--- src/rtl/bts_pkg.sv ---
// Shared types and constants of the bilinear texture sampler.
package bts_pkg;

   // Fixed widths of the channel and configuration ports.
   localparam int POS_W      = 17;
   localparam int CHAN_W     = 16;
   localparam int OUT_W      = 16;
   localparam int CFG_SIZE_W = 9;
   localparam int CSR_ADDR_W = 4;
   localparam int CSR_DATA_W = 32;
   localparam int CSR_IDX_W  = 2;
   localparam int KIND_W     = 2;

   // Input beat opcodes.
   localparam logic OP_WRITE  = 1'b0;
   localparam logic OP_SAMPLE = 1'b1;

   // Register indexes (byte address divided by four).
   localparam logic [CSR_IDX_W-1:0] REG_IMAGE_WIDTH  = 2'd0;
   localparam logic [CSR_IDX_W-1:0] REG_IMAGE_HEIGHT = 2'd1;
   localparam logic [CSR_IDX_W-1:0] REG_WRAP_MODE    = 2'd2;

   // Kinds of command handed from the front end to the back end.
   typedef enum logic [KIND_W-1:0] {
      CMD_WRITE  = 2'd0,
      CMD_SAMPLE = 2'd1,
      CMD_BLACK  = 2'd2
   } cmd_kind_type;

   // Configuration as seen by the front end.
   typedef struct packed {
      logic [CFG_SIZE_W-1:0] image_width;
      logic [CFG_SIZE_W-1:0] image_height;
      logic                  wrap_mode;
   } cfg_type;

endpackage

--- src/rtl/bts_req_if.sv ---
// Request channel: pixel writes and sample positions.
interface bts_req_if;
   import bts_pkg::*;

   logic                    valid;
   logic                    ready;
   logic                    opcode;
   logic signed [POS_W-1:0] pos_x;
   logic signed [POS_W-1:0] pos_y;
   logic [CHAN_W-1:0]       red;
   logic [CHAN_W-1:0]       green;
   logic [CHAN_W-1:0]       blue;

   modport source (output valid, opcode, pos_x, pos_y, red, green, blue, input ready);
   modport sink (input valid, opcode, pos_x, pos_y, red, green, blue, output ready);
endinterface

--- src/rtl/bts_front.sv ---
// Front end: accepts request beats, classifies them and works out pixel addresses.
module bts_front #(
   parameter int MAX_SIDE     = 256,
   parameter int CHANNEL_BITS = 16,
   parameter int FRAC_BITS    = 8,
   localparam int ADDR_W      = $clog2(MAX_SIDE * MAX_SIDE),
   localparam int CMD_W       = bts_pkg::KIND_W + 4 * ADDR_W + 2 * FRAC_BITS
                                + 3 * CHANNEL_BITS
) (
   bts_req_if.sink          req,
   input  bts_pkg::cfg_type cfg,
   input  logic             clearing,
   output logic             push_valid,
   input  logic             push_ready,
   output logic [CMD_W-1:0] push_data
);
   import bts_pkg::*;

   localparam int COORD_W = (MAX_SIDE > 1) ? $clog2(MAX_SIDE) : 1;
   localparam int INT_W   = POS_W - FRAC_BITS;
   localparam int SIDE_W  = $clog2(MAX_SIDE + 1);
   localparam int SZ_W    = (SIDE_W > CFG_SIZE_W) ? SIDE_W : CFG_SIZE_W;
   localparam int CW      = ((INT_W > SZ_W) ? INT_W : SZ_W) + 1;

   typedef struct packed {
      cmd_kind_type            kind;
      logic [ADDR_W-1:0]       a00;
      logic [ADDR_W-1:0]       a01;
      logic [ADDR_W-1:0]       a10;
      logic [ADDR_W-1:0]       a11;
      logic [FRAC_BITS-1:0]    fx;
      logic [FRAC_BITS-1:0]    fy;
      logic [CHANNEL_BITS-1:0] red;
      logic [CHANNEL_BITS-1:0] green;
      logic [CHANNEL_BITS-1:0] blue;
   } cmd_type;

   // A size register of zero acts as one, and one above the store's side as the side.
   function automatic logic [SZ_W-1:0] eff_side(input logic [CFG_SIZE_W-1:0] v);
      logic [SZ_W-1:0] e;
      e = SZ_W'(v);
      if (e == '0) begin
         e = SZ_W'(1);
      end else if (e > SZ_W'(MAX_SIDE)) begin
         e = SZ_W'(MAX_SIDE);
      end
      return e;
   endfunction

   // Pixels are stored row by row at a fixed pitch of the store's side.
   function automatic logic [ADDR_W-1:0] cell_addr(input logic [COORD_W-1:0] row,
                                                   input logic [COORD_W-1:0] col);
      return ADDR_W'(row) * ADDR_W'(MAX_SIDE) + ADDR_W'(col);
   endfunction

   logic [SZ_W-1:0]    w_eff, h_eff;
   logic [CW-1:0]      xi, yi, xn, yn;
   logic [COORD_W-1:0] x0, x1, y0, y1;
   logic               outside;
   cmd_type            cmd;

   // Integer parts, range check and neighbour selection.
   always_comb begin
      w_eff   = eff_side(cfg.image_width);
      h_eff   = eff_side(cfg.image_height);
      xi      = CW'(req.pos_x[POS_W-1:FRAC_BITS]);
      yi      = CW'(req.pos_y[POS_W-1:FRAC_BITS]);
      outside = req.pos_x[POS_W-1] || req.pos_y[POS_W-1]
                || (xi >= CW'(w_eff)) || (yi >= CW'(h_eff));
      xn      = xi + CW'(1);
      yn      = yi + CW'(1);
      x0      = COORD_W'(xi);
      y0      = COORD_W'(yi);
      if (xn >= CW'(w_eff)) begin
         x1 = cfg.wrap_mode ? '0 : COORD_W'(w_eff - SZ_W'(1));
      end else begin
         x1 = COORD_W'(xn);
      end
      if (yn >= CW'(h_eff)) begin
         y1 = cfg.wrap_mode ? '0 : COORD_W'(h_eff - SZ_W'(1));
      end else begin
         y1 = COORD_W'(yn);
      end
   end

   // Command for the back end.
   always_comb begin
      if (req.opcode == OP_WRITE) begin
         cmd.kind = CMD_WRITE;
      end else if (outside) begin
         cmd.kind = CMD_BLACK;
      end else begin
         cmd.kind = CMD_SAMPLE;
      end
      cmd.a00   = cell_addr(y0, x0);
      cmd.a01   = cell_addr(y0, x1);
      cmd.a10   = cell_addr(y1, x0);
      cmd.a11   = cell_addr(y1, x1);
      cmd.fx    = req.pos_x[FRAC_BITS-1:0];
      cmd.fy    = req.pos_y[FRAC_BITS-1:0];
      cmd.red   = CHANNEL_BITS'(req.red);
      cmd.green = CHANNEL_BITS'(req.green);
      cmd.blue  = CHANNEL_BITS'(req.blue);
   end

   // A write outside the image is taken and dropped here.
   assign req.ready  = push_ready && !clearing;
   assign push_valid = req.valid && req.ready && !((req.opcode == OP_WRITE) && outside);
   assign push_data  = cmd;
endmodule

--- src/flat_wrapper.sv ---
// flat-port wrapper written by rule: the top's interface ports become plain ports
module bts_front_flat import bts_pkg::*;
#(
   parameter int MAX_SIDE     = 256,
   parameter int CHANNEL_BITS = 16,
   parameter int FRAC_BITS    = 8,
   localparam int ADDR_W      = $clog2(MAX_SIDE * MAX_SIDE),
   localparam int CMD_W       = bts_pkg::KIND_W + 4 * ADDR_W + 2 * FRAC_BITS
                                + 3 * CHANNEL_BITS
)
  (cfg, clearing, push_valid, push_ready, push_data, req_valid, req_opcode, req_pos_x, req_pos_y, req_red, req_green, req_blue, req_ready);
  bts_req_if req_i ();
  input  bts_pkg::cfg_type cfg;
  input  logic clearing;
  output logic push_valid;
  input  logic push_ready;
  output logic [CMD_W-1:0] push_data;
  input wire logic [$bits(req_i.valid)-1:0] req_valid;
  input wire logic [$bits(req_i.opcode)-1:0] req_opcode;
  input wire logic [$bits(req_i.pos_x)-1:0] req_pos_x;
  input wire logic [$bits(req_i.pos_y)-1:0] req_pos_y;
  input wire logic [$bits(req_i.red)-1:0] req_red;
  input wire logic [$bits(req_i.green)-1:0] req_green;
  input wire logic [$bits(req_i.blue)-1:0] req_blue;
  output wire logic [$bits(req_i.ready)-1:0] req_ready;
  assign req_i.valid = req_valid;
  assign req_i.opcode = req_opcode;
  assign req_i.pos_x = req_pos_x;
  assign req_i.pos_y = req_pos_y;
  assign req_i.red = req_red;
  assign req_i.green = req_green;
  assign req_i.blue = req_blue;
  assign req_ready = req_i.ready;
  bts_front #(.MAX_SIDE(MAX_SIDE), .CHANNEL_BITS(CHANNEL_BITS), .FRAC_BITS(FRAC_BITS)) u_core (.req(req_i), .cfg(cfg), .clearing(clearing), .push_valid(push_valid), .push_ready(push_ready), .push_data(push_data));
endmodule
--- config.mk ---
export PLATFORM = sky130hd
export DESIGN_NAME = bts_front_flat
export DESIGN_NICKNAME = d
export VERILOG_FILES = /design/src/rtl/bts_pkg.sv /design/src/rtl/bts_req_if.sv /design/src/rtl/bts_front.sv /design/src/flat_wrapper.sv
export SDC_FILE = /design/constraint.sdc
export NUM_CORES = 1
export LEC_CHECK = 0
export BUFFER_PORTS_ARGS = -buffer_cell sky130_fd_sc_hd__buf_4
export CORE_AREA = 2 2 91 93
export DETAILED_ROUTE_END_ITERATION = 6
export DIE_AREA = 0 0 93 95
export GPL_TIMING_DRIVEN = 1
export PLACE_DENSITY_LB_ADDON = 0.2
export SYNTH_ARGS = -nofsm -noshare
export SYNTH_HDL_FRONTEND = slang
export SYNTH_SLANG_ARGS = --single-unit
--- constraint.sdc ---
create_clock -name vclk -period 3
set_input_delay 0.3 -clock vclk [all_inputs]
set_output_delay 0.3 -clock vclk [all_outputs]
set_load 0.02 [all_outputs]
---- After elaboration in Yosys (flattened, before gate mapping) ----
Index checks and enable logic that the tools add are counted.
storage, ports and cells
  logic and storage cells ................. 36
  output and inout bits ................... 132
  register bits ........................... 0
operators by class
  reductions and logical operators ........ 11
  order comparisons ....................... 6
  bitwise operators ....................... 1
  muxes and demuxes ....................... 10
  add/subtract/negate cells ............... 8
operators with widths
  cell                                                                count
  16-bit by 8-bit adder with 16-bit output                            4
  9-bit two-way mux                                                   4
  8-bit two-way mux                                                   4
  9-bit by 1-bit adder with 10-bit output, second input constant      2
  10-bit by 9-bit greater-or-equal comparator with 1-bit output       2
  9-bit greater-or-equal comparator                                   2
  9-bit > comparator, second input constant                           2
  9-bit logical NOT                                                   2
  8-bit by 1-bit subtractor with 8-bit output, second input constant  2
  1-bit logical AND                                                   4
  2-bit two-way mux                                                   2
  1-bit logical OR                                                    3
  1-bit logical NOT                                                   2
  1-bit inverter                                                      1

---- Logic depth before layout (Yosys ltp) ----
  depth in word-level cells ............... 9
  depth in mapped cells ................... 15
  depth with buffers taken out ............ 13

---- Worst setup path before layout ----
OpenSTA, ideal clock, no wires.
  path type ............................... input to output
  from .................................... in cfg[16] (netlist bit)
  to ...................................... out push_data[103]
  stages .................................. 13
  data required time ...................... 2700 ps
  slack ................................... -319 ps
  arrival ................................. 3019 ps
  cells stage by stage .................... or4_1 nor2_1 a21oi_1 nor2_2 ha_1 nand2_1 a211oi_1 o21ai_0 o211ai_1 and3_1 buf_4 o31ai_1 buf_4
on the way
  longest elaborated chain between the ends .. 7
RTL lines
  item                                         RTL line            RTL
  start: declaration                           flat_wrapper.sv:13  input bts_pkg::cfg_type cfg;
  9-bit > comparator                           bts_front.sv:44     end else if (e > SZ_W'(MAX_SIDE)) begin
  9-bit two-way mux                            bts_front.sv:44
  9-bit two-way mux *                          bts_front.sv:42     if (e == '0) begin
  8-bit by 1-bit subtractor with 8-bit output  bts_front.sv:75     x1 = cfg.wrap_mode ? '0 : COORD_W'(w_eff - SZ_W'(1));
  8-bit two-way mux                            bts_front.sv:75
  8-bit two-way mux *                          bts_front.sv:74     if (xn >= CW'(w_eff)) begin
  16-bit by 8-bit adder with 16-bit output *   bts_front.sv:53     return ADDR_W'(row) * ADDR_W'(MAX_SIDE) + ADDR_W'(col);
  end: declaration                             flat_wrapper.sv:17  output logic [CMD_W-1:0] push_data;
Mark *: on every way between the ends. The rest lies on a longest branch, timed or not.

---- Worst setup path in the final report ----
  from .................................... in cfg[4] (netlist bit)
  to ...................................... out push_data[92]
on the way
  longest elaborated chain between the ends .. 7
RTL lines
  item                                         RTL line         RTL
  9-bit > comparator                           bts_front.sv:44
  9-bit two-way mux                            bts_front.sv:44
  9-bit two-way mux *                          bts_front.sv:42
  8-bit by 1-bit subtractor with 8-bit output  bts_front.sv:80  y1 = cfg.wrap_mode ? '0 : COORD_W'(h_eff - SZ_W'(1));
  8-bit two-way mux                            bts_front.sv:80
  8-bit two-way mux *                          bts_front.sv:79  if (yn >= CW'(h_eff)) begin
  16-bit by 8-bit adder with 16-bit output *   bts_front.sv:53
Marked as above.

==> impl_metrics.csv <==
group,metric,value,unit
worst_setup_path,critical_path_required,2.70,ns
timing,rsz0062_at_grt,"true",
synth,synth_cell_type_count,47,
grt,grt_antenna_before_repair,0,
power_and_ir_drop,irDropWorstVdd,0.000110,V
worst_setup_path,cp-start-kind,"input pin",
final_layout,seq_cells,0,
floorplan,dieArea,8840,µm²
worst_setup_path,max_stage_delay,0.39,ns
worst_setup_path,crit_type,"input pin to primary output",
floorplan,core,7930,µm²
synth,synth_top_family_by_area,"buffers and inverters",
timing,post-route-min-period,3.11,ns
synth,yosys_warnings,0,
routing,drtIter0Drc,53,
place,postPlaceCellArea,3040,µm²
worst_setup_path,cp.buffers_inverters,3,
final_layout,diodes,0,
status,status,"complete, but fails checks",
routing,via_count,2327,
synth,yosys.area_share.simple,15.8,%
timing,fin_ws,-0.111,ns
floorplan,io_pins,237,
final_layout,nets,532,
routing,first_pass_iters,4,
synth,synth_fa_ha_area_share,20.3,%
grt,grt_pass1_wl,11300,µm
place,port_buffers,109,
place,place.gp.congestion,0.868,
synth,syn_area_per_cell,7.71,µm²
min_path,worstHoldPathType,"input pin to primary output",
routing,routedWlPerCell,15.3,µm
worst_setup_path,crit_path_max_fanout,8,
synth,synth_area,2580,µm²
worst_setup_path,cp-end-kind,"primary output",
timing,setup_tns,-2.31,ns
routing,route.detailed.drc,0,
routing,ant_nets,0,
grt,grtUsageTotal,15.7,%
timing,slew_headroom,70.4,%
grt,grt_overflow,0,
final_layout,drive_gt1_share,54.3,%
min_path,hold_start,"req_blue[6]",
worst_setup_path,cp_slowest_cell,"or3_4",
routing,routed_wirelength,7450,µm
synth,synth_xor_area_share,6.10,%
status,violations,"negative setup slack",
final_layout,n_clock_buffer,0,
final_layout,seqCellArea,0,µm²
floorplan,rows,33,
final_layout,design_area,3390,µm²
synth,synthMuxAreaShare,8.53,%
final_layout,syn_to_final_growth,31.3,%
synth,yosysSeqAreaShare,0,%
power_and_ir_drop,power_density,231,nW/µm²
power_and_ir_drop,power_leakage,0.00168,µW
floorplan,die_h,95,µm
worst_setup_path,critPathLaunch,"cfg[4]",
synth,synthesis.instances,335,
routing,routed_via_density,4.77,
floorplan,initial_core_util,32.6,%
timing,setup_violations,30,
timing,slew_violations,0,
worst_setup_path,arrival,2.81,ns
grt,grt_pass1_vias,2299,
flow_run,maxCapViolCount,0,
synth,synth_fp_nets,482,
timing,hold_viol,0,
timing,post-route-period-util,104,%
timing,worst_pin_slew,0.440,ns
floorplan,die_w,93,µm
place,hpwlAfterDp,6180,µm
grt,grt_max_degree,17,
worst_setup_path,critPathTopFamily,"compound AO/OA/AOI/OAI gates",
worst_setup_path,crit_chain,"buf_6 > or3_4 > nor4_4 > a21oi_2 > nor2_2 > ha_1 > a21boi_1 > o21a_1 > o2111ai_1 > a31oi_1 > a41o_1 > buf_12 > mux2_4 > buf_4",
timing,max_freq,321,MHz
synth,synth-compound-area-share,13.6,%
## cells in the final DEF, fill, tap and decap left out, types with 3 or more instances in the layout
| master | instances |
|---|---|
| buf_4 | 128 |
| ha_1 | 38 |
| buf_6 | 36 |
| nand2_1 | 22 |
| nor2_1 | 15 |
| a21oi_1 | 14 |
| mux2_4 | 14 |
| xnor2_1 | 12 |
| nand3_1 | 11 |
| inv_1 | 9 |
| a21o_1 | 6 |
| xor2_1 | 5 |
| a21oi_2 | 4 |
| or3_1 | 4 |
| nand2b_1 | 3 |
| o21ai_1 | 3 |
| o21a_1 | 3 |
| ha_4 | 3 |
## path summary, 6_finish.rpt
path       endpoint  slack [ns]  depth (start not counted)
max   push_data[92]       -0.11                         14
min    push_data[6]        0.60                          0
## area by class of cell
class	instances	area [µm²]
timing repair buffer	165	1390
multi-input combinational	207	1830
fill	825	4540
inverter	11	41.3
tap	105	131
## per-stage QoR
| step | util (%) | hold slack (ns) | total power, µW | setup slack (ns) | instances |
|---|---|---|---|---|---|
| finish | 42.8 | 0.600 | 783 | -0.111 | 488 |
| global route | 42.8 | 0.600 | 847 | -0.278 | 488 |
| CTS | 41.2 | 0.600 | 753 | -0.0914 | 485 |
| detailed placement | 38.4 | 0.600 | 685 | -0.351 | 479 |
| global placement | 38.4 | 0.600 | 682 | -0.347 | 479 |
| floorplan | - | 0.685 | 582 | -0.000423 | 335 |
## routing by layer
| metal | vias up | part of all wire [%] | track usage (%) |
|---|---|---|---|
| met5 | - | 0 | 0 |
| met4 | 0 | 1.8 | 3.06 |
| met3 | 20 | 7.3 | 2.63 |
| met2 | 106 | 52 | 30.4 |
| met1 | 1050 | 39 | 18.1 |
| li1 | 1151 | - | - |
## Yosys cell counts, drive strengths merged (3+ instances only)
master / n / area (µm²)
buf: 116 / 876
ha: 42 / 526
nand2: 24 / 90.1
a21oi: 18 / 90.1
nor2: 18 / 72.6
mux2: 14 / 210
xnor2: 12 / 105
inv: 11 / 41.3
nand3: 11 / 55.1
a21o: 6 / 45.0
or3: 6 / 47.5
xor2: 6 / 52.6
o21ai: 5 / 25.0
a211oi: 4 / 30.0
nor3: 4 / 25.0
and3: 3 / 18.8
nand2b: 3 / 18.8
o2111ai: 3 / 26.3
o21a: 3 / 22.5
## what timing repair did
action,4_1_cts,5_1_grt
pin swaps,16,14
gates resized for setup,45,21
endpoints found under the setup margin,35,35
buffers inserted,6,3
hold buffers,0,0
## kinds of logic (layout without fill, tap and decap cells)
logic type               count (synthesis)  count (layout)
buffers and inverters                  128             176
AND/OR/NAND/NOR                         80              80
AO/OA/AOI/OAI                           52              52
adder cells (fa/ha/maj)                 42              42
XOR/XNOR                                18              18
multiplexers                            15              15
## report_power, final
part	switching, µW	internal (µW)	total, µW
combinational	385	399	783
clock	0	0	0
sequential	0	0	0
total	385	399	783
Note: power is estimated with default switching activity, not from simulation.
