### config.mk
export PLATFORM = sky130hd
export DESIGN_NAME = bts_queue
export DESIGN_NICKNAME = d
export VERILOG_FILES = /design/src/rtl/bts_queue.sv
export SDC_FILE = /design/constraint.sdc
export NUM_CORES = 1
export LEC_CHECK = 0
export CAP_MARGIN = 20
export CORE_MARGIN = 4
export CORE_UTILIZATION = 60
export DETAILED_ROUTE_END_ITERATION = 8
export DONT_BUFFER_PORTS = 1
export PLACE_DENSITY = 0.76
export SYNTH_ARGS = -nofsm -noshare
export SYNTH_HDL_FRONTEND = slang
export SYNTH_SLANG_ARGS = --single-unit
### constraint.sdc
create_clock -name clock -period 3.3 [get_ports clock]
set_input_delay 0.66 -clock clock [delete_from_list [all_inputs] [get_ports clock]]
set_output_delay 0.66 -clock clock [all_outputs]
set_load 0.05 [all_outputs]
### src/rtl/bts_queue.sv
// Short first-in first-out queue between the front and back ends.
module bts_queue #(
   parameter int WIDTH = 64,
   parameter int DEPTH = 2
) (
   input  logic             clock,
   input  logic             reset,
   input  logic             push_valid,
   output logic             push_ready,
   input  logic [WIDTH-1:0] push_data,
   output logic             pop_valid,
   input  logic             pop_ready,
   output logic [WIDTH-1:0] pop_data
);
   localparam int PTR_W = (DEPTH > 1) ? $clog2(DEPTH) : 1;
   localparam int CNT_W = $clog2(DEPTH + 1);

   logic [WIDTH-1:0] entries_ff [DEPTH];
   logic [PTR_W-1:0] wr_ptr_ff, wr_ptr_in;
   logic [PTR_W-1:0] rd_ptr_ff, rd_ptr_in;
   logic [CNT_W-1:0] count_ff, count_in;
   logic             push_fire, pop_fire;

   assign push_ready = (count_ff != CNT_W'(DEPTH));
   assign pop_valid  = (count_ff != '0);
   assign pop_data   = entries_ff[rd_ptr_ff];
   assign push_fire  = push_valid && push_ready;
   assign pop_fire   = pop_valid && pop_ready;

   // Pointer and fill count update.
   always_comb begin
      wr_ptr_in = wr_ptr_ff;
      rd_ptr_in = rd_ptr_ff;
      count_in  = count_ff;
      if (push_fire) begin
         wr_ptr_in = (wr_ptr_ff == PTR_W'(DEPTH - 1)) ? '0 : wr_ptr_ff + PTR_W'(1);
      end
      if (pop_fire) begin
         rd_ptr_in = (rd_ptr_ff == PTR_W'(DEPTH - 1)) ? '0 : rd_ptr_ff + PTR_W'(1);
      end
      if (push_fire && !pop_fire) begin
         count_in = count_ff + CNT_W'(1);
      end else if (pop_fire && !push_fire) begin
         count_in = count_ff - CNT_W'(1);
      end
   end

   always_ff @(posedge clock) begin
      if (reset) begin
         wr_ptr_ff <= '0;
         rd_ptr_ff <= '0;
         count_ff  <= '0;
      end else begin
         wr_ptr_ff <= wr_ptr_in;
         rd_ptr_ff <= rd_ptr_in;
         count_ff  <= count_in;
      end
   end

   // Entry storage needs no reset.
   always_ff @(posedge clock) begin
      if (push_fire) begin
         entries_ff[wr_ptr_ff] <= push_data;
      end
   end
endmodule

==> After elaboration in Yosys (flattened, before gate mapping) <==
Memory sizes are Yosys's and may differ from the RTL's. A register that Yosys moved wholly into a read port is not among the register bits.
Cells that the tools add are included.
{ "totals": {"input_bits": 68, "out_inout_bits": 66, "n_memories": 1, "ram_bits": 128, "regBits": 4} }
{ "classes": {"eq_ne": 1, "reduce_logical": 8, "add_sub_neg": 4, "muxes": 8} }
{ "mem_list": {"columns": ["memory", "words", "width", "rd", "rd_ports_with_merged_regs", "wr", "line_no", "text"], "rows": [
  ["entries_ff", 2, 64, 1, 1, 1, "18", "logic [WIDTH-1:0] entries_ff [DEPTH];"]
]} }
{ "ops": {"columns": ["cell", "n"], "rows": [
  ["two-way mux 1 bit", 6],
  ["logical AND 1 bit", 4],
  ["two-way mux 2 bit", 2],
  ["nonzero test 2 bit", 2],
  ["adder 1 bit (second input constant)", 2],
  ["adder 2 x 1 -> 2 bit (second input constant)", 1],
  ["zero test 1 bit", 2],
  ["!= test 2 bit (second input constant)", 1],
  ["subtractor 2 x 1 -> 2 bit (second input constant)", 1]
]} }

==> Depth between registers and ports, before layout <==
Gate-level depths: netlist (run 1).
{ "depth": {"word_depth": 6, "depth_mapped": 6, "depth_no_buf": 6} }

==> Worst setup path after synthesis (run 1) <==
Ideal clock, no wire load.
{ "synth_timing": {"path_type": "register to register", "start": "register count_ff[0]", "end": "memory entries_ff[1][0], enable pin", "path_slack_ns": 0.333, "t_arrival_ns": 2.538, "path_buffers": 0, "stages_incl_launch_ff": 3, "setup_ns": 0.429, "period_less_slack_ns": 2.967, "path_cell_list": "dfxtp_1 nand2b_1 and3_1"} }
{ "synth_via": {"elab_chain_cells": 4} }
{ "synth_rtl": {"columns": ["element", "line_no", "text"], "rows": [
  ["from (decl)", "21", "logic [CNT_W-1:0] count_ff, count_in;"],
  ["from (signal assigned)", "56", "count_ff <= count_in;"],
  ["!= test 2 bit", "24", "assign push_ready = (count_ff != CNT_W'(DEPTH));"],
  ["named net push_ready", "9", "output logic push_ready,"],
  ["logical AND 1 bit", "27", "assign push_fire = push_valid && push_ready;"],
  ["two-way mux 1 bit", "62", "if (push_fire) begin"],
  ["two-way mux 1 bit (not written as such)", "63", "entries_ff[wr_ptr_ff] <= push_data;"],
  ["to (decl)", "18", null]
]} }
The timed path passes the listed nets, and every way through them passes these cells.

==> results of run 1 <==
==> cell families (layout without fill, tap and decap cells) <==
group / after synthesis / count (layout) / share of synthesized area [%]
simple gates: 9 / 9 / 1.035
fa+ha+maj: 1 / 1 / 0.2586
flops: 133 / 133 / 81.53
compound gates: 5 / 5 / 0.6208
buf+inv: 8 / 37 / 1.112
xor+xnor: 3 / 3 / 0.5433
mux: 64 / 64 / 14.90
==> metrics by stage <==
step | worst slack (ns) | instances
2_1_floorplan | 0.3332 | 223
3_3_place_gp | 1.046 | 323
3_5_place_dp | 0.9681 | 323
4_1_cts | 0.5797 | 354
5_1_grt | 0.5286 | 354
6_report | 0.6202 | 354
==> power by group <==
| part | internal (W) | leakage, nW | switching, W |
|---|---|---|---|
| clock | 0.00122 | 0.291 | 0.000649 |
| sequential | 0.00211 | 1.24 | 0.0000911 |
| combinational | 0.000359 | 0.329 | 0.00125 |
==> synth_stat cells <==
master and number:
edfxtp_1 128, dfxtp_1 5, inv_1 1, nand2b_1 1, or3_1 1, buf_2 1, or2_2 1, mux2_2 64
ha_1 1, and3_1 1, buf_4 6, xor2_1 3, a21bo_2 1, a21oi_1 2, o21ai_0 2, and2_1 1
nand3b_1 1, nor2_1 3
==> metal layers <==
layer	share of wire, %	global-route usage, %
met1	37	18.18
met2	51	27.36
met3	10	11.21
met4	1.2	5.431
met5	0	0
==> cell type report <==
| class | instances | area, um^2 |
|---|---|---|
| clock buffers | 17 | 414.1 |
| clock inverters | 14 | 185.2 |
| fillers | 468 | 2176 |
| inverters | 1 | 3.754 |
| multi-input cells | 82 | 840.8 |
| flip-flops and latches | 133 | 3945 |
| well taps | 102 | 127.6 |
| repair buffers | 5 | 75.07 |
==> worst max-delay path: stages (launching register included) <==
cell and delay [ns]:
dfxtp_2 0.67, buf_4 0.34, mux2_2 0.50
==> sequential cells by signal, summed over array words and instances, names as in the netlist, named ones only <==
register and flops:
entries_ff 128, wr_ptr_ff 1, count_ff 2, rd_ptr_ff 1
==> cells in the final DEF (no fill, tap or decap), types with 2 or more instances in the layout <==
| master | synthesis | final |
|---|---|---|
| clkinv_4 | 0 | 2 |
| clkinvlp_4 | 0 | 2 |
| o21ai_0 | 2 | 2 |
| edfxtp_1 | 128 | 128 |
| mux2_2 | 64 | 64 |
| clkbuf_16 | 0 | 16 |
| a21oi_1 | 2 | 2 |
| dfxtp_1 | 5 | 4 |
| nor2_1 | 3 | 3 |
| clkinv_2 | 0 | 4 |
| buf_4 | 6 | 2 |
| bufinv_16 | 0 | 4 |
| buf_12 | 0 | 3 |
| xor2_1 | 3 | 3 |
==> how the worst min path moves through the flow <==
stage,start,endpoint
2_1_floorplan,count_ff[1],count_ff[1]
3_3_place_gp,count_ff[1],count_ff[1]
3_5_place_dp,rd_ptr_ff,flip-flop
4_1_cts,reset,flip-flop
5_1_grt,reset,flip-flop
6_report,reset,flip-flop
==> results list, run 1 <==
* Number of buffers added to fix hold violations after cts: 0
* Setup crit end kind: output pin
- The Yosys step of the flow raised 0 warnings.
* Total routing resource utilization after global routing: 16.96%
- The tightest hold path in the finished design has a slack of 0.2163 ns.
- Die width: 97.79 um
- After layout, the design draws a total of 0.005682 W.
* Largest fanout on the critical path: 22
* Antenna violations before repair: 0
- The number of setup buffers added after CTS is 0.
- The hold violation total from the final report is 0.
- The number of global-route vias before repair came to 2157.
* Pre-Repair DR Iteration Count: 4
* Number of antenna cells inserted: 0
- After detailed routing, the average wire length per cell comes to 21.94 um.
- Of the post-synthesis cell area, the dominant cell type holds 79.46%.
- Start of the worst register-to-register path: count_ff[0]
- The worst pin sits at a relative slew slack of 57.07%.
- For this configuration, the core starts out at a cell density of 62.27%.
* Die boundary height: 97.79 um
* Final critical-path required period: 2.680 ns
* Remaining number of nets flagged by the antenna check after routing: 0
- Dividing total power by cell area gives a power density of 1016 nW/um^2.
- After floorplanning, the core was divided into 32 placement rows.
* Fraction of final layout cells sized beyond drive strength 1: 41.27%
- IO buf count: 0
- The clock arrives with 0.005700 ns of skew.
- After synthesis the netlist holds a flip-flop and latch count of 133.
* Count of pins over their slew limit: 0
- Drc violations: 0
- Run status: complete, no violations
- The synthesized design spends more area on one cell type than any other, namely edfxtp_1.
* Final non-filler cell area: 5592 um^2
- Quantity of gates resized following cts: 0
* Clock transition time at the flip-flop clock pins of the worst setup and hold paths: 0.05 ns
- The critical path ends at pop_data[4].
- TritonCTS buffer count: 17
- Pin count of the biggest net entering global routing: 65
* Area of the placeable core: 7767 um^2
- Ports: 134
- Buffer depth of the longest clock path: 2
* Synthesis-to-layout area growth: 15.60%
- The worst-case IR drop observed on VDD is 0.0006586 V.
* Leakage power figure: 1.857 nW
- In this run the mean area of a mapped cell was 21.69 um^2.
- Sink count of the clock tree: 133
- Type of the tightest min-delay check: in -> reg
- By startpoint and endpoint, the worst setup path is classified as reg -> out.
- Across all register-to-register paths, the minimum setup slack is 0.97 ns.
- Measured on the finished design, the core utilization comes to 71.99%.
- The total overflow left after global routing is 0.
- Total number of vias: 1995
- Summed over all nets, the half-perimeter wirelength after detailed placement is 5051 um.
- Period utilization: 81.20%
* Layout Nets: 309
- Dividing the detail-routed via count by the number of cells gives 5.636.
- Net Count, Synth: 292
- Transition at the pin with the smallest max-transition slack: 0.6440 ns
- Summed over all layers, the routed wires come to 7766 um.
- Data on the critical path arrives at its endpoint at 2.02 ns.
- STA classifies the critical path startpoint as a flip-flop.
* Number of levels in the clock H-tree: 4
- TritonCTS built the clock tree.
- At the worst endpoint, the required time is 2.64 ns.
- Final-report setup violation count: 0
- Depth of the worst register-to-register path: 3
* Global placement routability congestion: 0.7059
- Setup TNS after final layout: 0 ns
- Number of standard cells after synthesis: 223
- Crit Reg-Reg Endpoint: entries_ff[1][8]
- Total placed instance area: 4992 um^2
* Unrepaired setup endpoints after global routing: no
- The clock reaches the later pin of the worst-skew pair after 0.50 ns.
- The detailed router finished its first iteration with 96 violations.
* Count of unique library cells instantiated by Yosys: 18
* Master cell of the clock root buffer: clkbuf_8
- Sequential elements use 81.53% of the synthesized area.
- By area the synthesized netlist is led by edfxtp_1 (79%), mux2_2 (15%), dfxtp_1 (2.1%).
- WHS Path Cells: 1
- Derived from the worst setup path, the maximum achievable clock frequency is 373.2 MHz.
- Maximum Capacitance Violations: 0
- The mapped netlist covers 4837 um^2.
- Floorplan die area: 9563 um^2
- First-pass GRT wire length: 11900 um
Power figures use the tool's default switching activity.
==> run 2, diff against run 1 <==
==> constraint.sdc (replaced) <==
create_clock -name clock -period 2.7 [get_ports clock]
set_input_delay 0.54 -clock clock [delete_from_list [all_inputs] [get_ports clock]]
set_output_delay 0.54 -clock clock [all_outputs]
set_load 0.05 [all_outputs]
==> results list, run 2 (same netlist as run 1, synthesis figures left out) <==
- The flow ran to the end, and the final reports show no timing, DRC or antenna violations.
* Master cell of the clock root buffer: clkbuf_8
- Largest delay contributor family on the critical path: multiplexers
- Sink count of the clock tree: 133
- Required time reported for the critical path endpoint: 2.16 ns
* Fraction of final layout cells sized beyond drive strength 1: 41.34%
* Initial standard-cell utilization of the core: 62.27%
- Summed over all layers, the global routing overflow is 0.
- Once detail routing completed, the nets flagged for antenna violations numbered 0.
* Cell count after placement: 325
* Pre-Repair DR Iteration Count: 4
- Number of antenna cells inserted: 0
- In the routed design, unresolved DRC markers number 0.
* Final critical-path required period: 2.314 ns
* Setup crit end kind: output pin
- The hold violation total from the final report is 0.
* Buffering stage count on the worst path with inverters included: 1
- The floorplan step set the die height to 97.79 um.
- Worst-Skew Late Latency: 0.49 ns
- The largest single stage delay on the critical path is 0.53 ns.
- In the routed layout, each cell is associated on average with a via count of 5.663.
- In this run the tightest slew margin relative to its limit is 57.00%.
* Critical path launch point type: flip-flop
* Worst endpoint data arrival time: 1.77 ns
- Most common cell after layout, fill and taps aside: edfxtp_1
- Placed wire-length estimate after detailed placement: 5062 um
- For this design the top-level I/O count stands at 134.
* Final non-filler cell area: 5622 um^2
* Total routing resource utilization after global routing: 16.88%
- The critical path goes through buf_4 -> mux2_2.
- Dividing the detail-routed wire length by the instance count gives 21.95 um.
- Layout Nets: 311
- IO buf count: 0
- In this run, the number of DRC markers left after iteration 0 of detailed routing was 120.
- The initial antenna violation count came to 0.
- After layout, the worst setup slack is 0.3863 ns.
- The die covers 9563 um^2.
* Number of buffers added to fix hold violations after cts: 0
- Compared with the post-synthesis result, the final layout area differs by 16.22%.
- The register with the most flip-flops in the layout has 128 of them.
- TritonCTS buffer count: 17
* Biggest registers after layout: entries_ff (128), count_ff (2)
* Buffer depth of the longest clock path: 2
* Type of the tightest min-delay check: in -> reg
- Global placement routability congestion: 0.7078
* Clock transition time at the flip-flop clock pins of the worst setup and hold paths: 0.06 ns
- The final layout contains routed wiring with a total length of 7814 um.
- Number of levels in the clock H-tree: 4
- Fmax achieved: 432.2 MHz
- Largest fanout on the critical path: 37
- Setup TNS after final layout: 0 ns
* Pin count of the biggest net entering global routing: 52
* Count of pins over their slew limit: 0
- Period utilization: 85.69%
- Via count of the first global-routing pass: 2175
- IR analysis of the VDD net gives a maximum drop of 0.0007306 V.
- Unrepaired setup endpoints after global routing: no
* Setup Buffers After CTS: 0
- Setup slack of the most critical reg-to-reg path: 0.71 ns
- Setup violations remaining at the end of the flow were counted as 0.
- Quantity of gates resized following cts: 0
- Std-Cell Rows: 32
- Area of the placeable core: 7767 um^2
* Cell area power density: 1252 nW/um^2
- Across the routed clock network, the largest skew measured is 0.005198 ns.
* Die width: 97.79 um
- Transition at the pin with the smallest max-transition slack: 0.6436 ns
- Largest register by flop count: entries_ff
- Slowest cell on crit path: mux2_2
* Total number of vias: 2016
- Worst-case setup slack after placement: 0.6782 ns
- After detailed placement, the total cell area comes to 4999 um^2.
* Clock tree from TritonCTS: done
* Count of non-filler cells in the finished layout: 356
- Leaving out fill and tap cells, the most frequent cells in the layout are edfxtp_1 (128), mux2_2 (64), clkbuf_16 (16).
- For this design the static power due to leakage is 1.865 nW.
- The first global-routing pass estimated 12020 um of wire.
* Maximum Capacitance Violations: 0
- The critical path is of the reg -> out type.
==> run 2: cell types whose count changed in the layout (fill, tap and decap cells not counted) <==
cell	change
clkinv_2	-2
bufinv_16	+1
inv_2	-1
buf_4	+3
buf_12	-1
clkinv_1	+1
clkinvlp_4	+1
==> run 2: layout make-up <==
cell class / instances / area [um^2]
fill: 462 / 2146
multi-input combinational: 82 / 840.8
clock inverter: 14 / 209.0
sequential: 133 / 3945
timing repair buffer: 7 / 77.57
clock buffer: 17 / 414.1
inverter: 1 / 7.507
tap: 102 / 127.6
==> run 2: final timing paths <==
kind,startpoint,cells past startpoint,endpoint
hold / removal,reset,1,count_ff[1]
hold reg to reg,rd_ptr_ff,2,rd_ptr_ff
setup / recovery,flip-flop,2,pop_data[30]
setup reg to reg,count_ff[0],4,entries_ff[0][9]
==> run 2: routing by layer <==
| metal | wire length, um | share of wire [%] | up-vias | global-route usage (%) |
|---|---|---|---|---|
| met5 | 0 | 0 | - | 0 |
| met4 | 33 | 0.42 | 0 | 6.709 |
| met3 | 851 | 11 | 2 | 10.14 |
| met2 | 4135 | 53 | 80 | 27.73 |
| met1 | 2794 | 36 | 1011 | 17.73 |
| li1 | - | - | 923 | - |
==> run 2: where the power goes <==
group | leakage [nW] | internal, W | total [W] | switching (W)
logic | 0.329 | 0.000439 | 0.00202 | 0.00158
clock network | 0.299 | 0.00158 | 0.00237 | 0.000786
registers | 1.24 | 0.00258 | 0.00265 | 0.0000673
==> run 2: through the flow <==
stage | hold slack (ns) | utilization (%) | total power (W)
6_report | 0.1110 | 72.37 | 0.007037
5_1_grt | 0.08583 | 72.37 | 0.007289
4_1_cts | 0.08259 | 72.37 | 0.007112
3_5_place_dp | 0.4964 | 64.35 | 0.004735
3_3_place_gp | 0.4834 | 64.35 | 0.004706
2_1_floorplan | 0.4705 | - | 0.004527
==> run 3, diff against run 2 <==
--- a/config.mk
+++ b/config.mk
@@ -6,7 +6,7 @@
 export NUM_CORES = 1
 export LEC_CHECK = 0
 export CAP_MARGIN = 20
-export CORE_MARGIN = 4
+export CORE_MARGIN = 2
 export CORE_UTILIZATION = 60
 export DETAILED_ROUTE_END_ITERATION = 8
 export DONT_BUFFER_PORTS = 1
==> results list, run 3 (same netlist as run 1, synthesis figures left out) <==
* Run status: complete, no violations
- Worst-case setup slack after placement: 0.7644 ns
- Antenna violations before repair: 0
- Subtracting the final worst setup slack from the clock period gives 2.435 ns.
* Number of buffers added to fix hold violations after cts: 0
- Ports: 134
- In the layout the commonest cells are edfxtp_1 (128), mux2_2 (64), clkbuf_16 (16).
- The root buffer cell chosen for the clock tree is clkbuf_8.
- WHS Path Cells: 1
- The final layout contains 312 nets.
- Total number of vias: 2029
- TritonCTS built the clock tree.
* Transition at the pin with the smallest max-transition slack: 0.5193 ns
- The total count of max-transition violations in the final report was 0.
- Largest register by flop count: entries_ff
- Biggest registers after layout: entries_ff (128), count_ff (2)
* Maximum Capacitance Violations: 0
- STA classifies the critical path startpoint as a flip-flop.
- In this run the deepest clock path goes through 2 buffers.
- Along the worst path, the maximum fanout reaches 27.
* Remaining number of nets flagged by the antenna check after routing: 0
- The final layout contains routed wiring with a total length of 7842 um.
* Worst clock skew: 0.005815 ns
- Cell area power density: 1226 nW/um^2
- After legalization and detailed placement, the total HPWL measured 5092 um.
- Required time reported for the critical path endpoint: 2.16 ns
- Via count of the first global-routing pass: 2239
* Type of the tightest min-delay check: in -> reg
* Pre-Repair DR Iteration Count: 4
* Clock transition time at the flip-flop clock pins of the worst setup and hold paths: 0.06 ns
* Depth of the worst register-to-register path: 4
* Unrepaired setup endpoints after global routing: no
- For this design the static power due to leakage is 1.861 nW.
- Std-Cell Rows: 32
- Number of antenna cells inserted: 0
- Fraction of final layout cells sized beyond drive strength 1: 41.41%
- The die is 93.79 um tall.
- First-pass GRT wire length: 11330 um
* Synthesis-to-layout area growth: 16.50%
- Walking the worst path, the cells encountered are buf_12 -> mux2_2.
- Final-report hold violation count: 0
- Number of levels in the clock H-tree: 4
- The register with the most flip-flops in the layout has 128 of them.
- The count of buffers added on input and output ports is 0.
- Drc violations: 0
* Overall power after layout: 0.006910 W
- In the post-route analysis, the smallest setup slack over all paths is 0.2652 ns.
* Pin count of the biggest net entering global routing: 31
- Mean number of vias per cell: 5.668
- The congestion estimate from routability-driven global placement came to 0.7023.
- VDD sags by at most 0.0006816 V.
- Floorplan die area: 8797 um^2
- The worst setup path is of the reg -> out kind.
- Based on the critical path, the design can be clocked at up to 410.7 MHz.
- After clock tree synthesis, the repair step resized 0 gates.
- Counting the buffers created by CTS gives 17.
* Worst max-slew margin expressed relative to the limit: 65.38%
- Setup crit end kind: output pin
- The clock reaches the later pin of the worst-skew pair after 0.51 ns.
* Logic depth of the worst path, buffers included: 2
- Period utilization: 90.18%
- Routed wire length per instance: 21.91 um
- Counting both buffers and inverters, the worst setup path holds a total of 1.
* Sink count of the clock tree: 133
- Buffers added to address setup during post-CTS repair amount to 0.
- Initial standard-cell utilization of the core: 62.27%
- Die width: 93.79 um
* Overflow left after global routing: 0
- For this run, the slowest stage of the critical path takes 0.64 ns.
- Leaving out fill and tap cells, the most frequent cell in the layout is edfxtp_1.
- Total routing resource utilization after global routing: 18.58%
- The layout has 451 filler cells.
- The slowest stage of the critical path belongs to the cell dfxtp_2.
- Setup TNS after final layout: 0 ns
- Setup violations remaining at the end of the flow were counted as 0.
- In this design, the largest share of critical-path delay is due to flip-flops.
- Drt initial violations: 133
- The core region is 7767 um^2.
* Worst endpoint data arrival time: 1.89 ns
==> run 3: metrics by stage <==
step / cells / utilization (%) / hold WS (ns) / area, um^2
5_1_grt: 358 / 72.55 / 0.06818 / 5635
3_3_place_gp: 326 / 65.09 / 0.4836 / 5056
3_5_place_dp: 326 / 65.09 / 0.5020 / 5056
6_report: 358 / 72.55 / 0.09117 / 5635
2_1_floorplan: 223 / - / 0.4705 / 4842
4_1_cts: 358 / 72.55 / 0.06803 / 5635
==> run 3: cell type report <==
cell class	count	area, um^2	area share, %
clock inverter	13	157.7	2.798
tap	102	127.6	2.265
timing repair buffer	8	135.1	2.398
multi-input combinational	82	840.8	14.92
clock buffer	19	421.7	7.482
inverter	1	7.507	0.1332
sequential	133	3945	70.00
==> run 3: final timing paths <==
path                                  start               end  slack [ns]
worst min-delay path                  reset       count_ff[1]        0.09
worst min register to register  count_ff[1]       count_ff[1]        0.51
worst max register to register  count_ff[0]  entries_ff[0][9]        0.93
worst max-delay path              flip-flop       pop_data[4]        0.27
==> run 3: routing by layer <==
layer  vias up  GRT usage (%)  wire length, um
met5         -              0                0
met4         0          10.14              195
met3        17          9.791              780
met2        96          31.85             4192
met1       992          17.76             2674
li1        924              -                -
==> run 3: where the power goes <==
part	total, W	switching (W)	internal (W)
clock network	0.00220	0.000801	0.00140
registers	0.00269	0.000112	0.00258
logic	0.00201	0.00153	0.000480
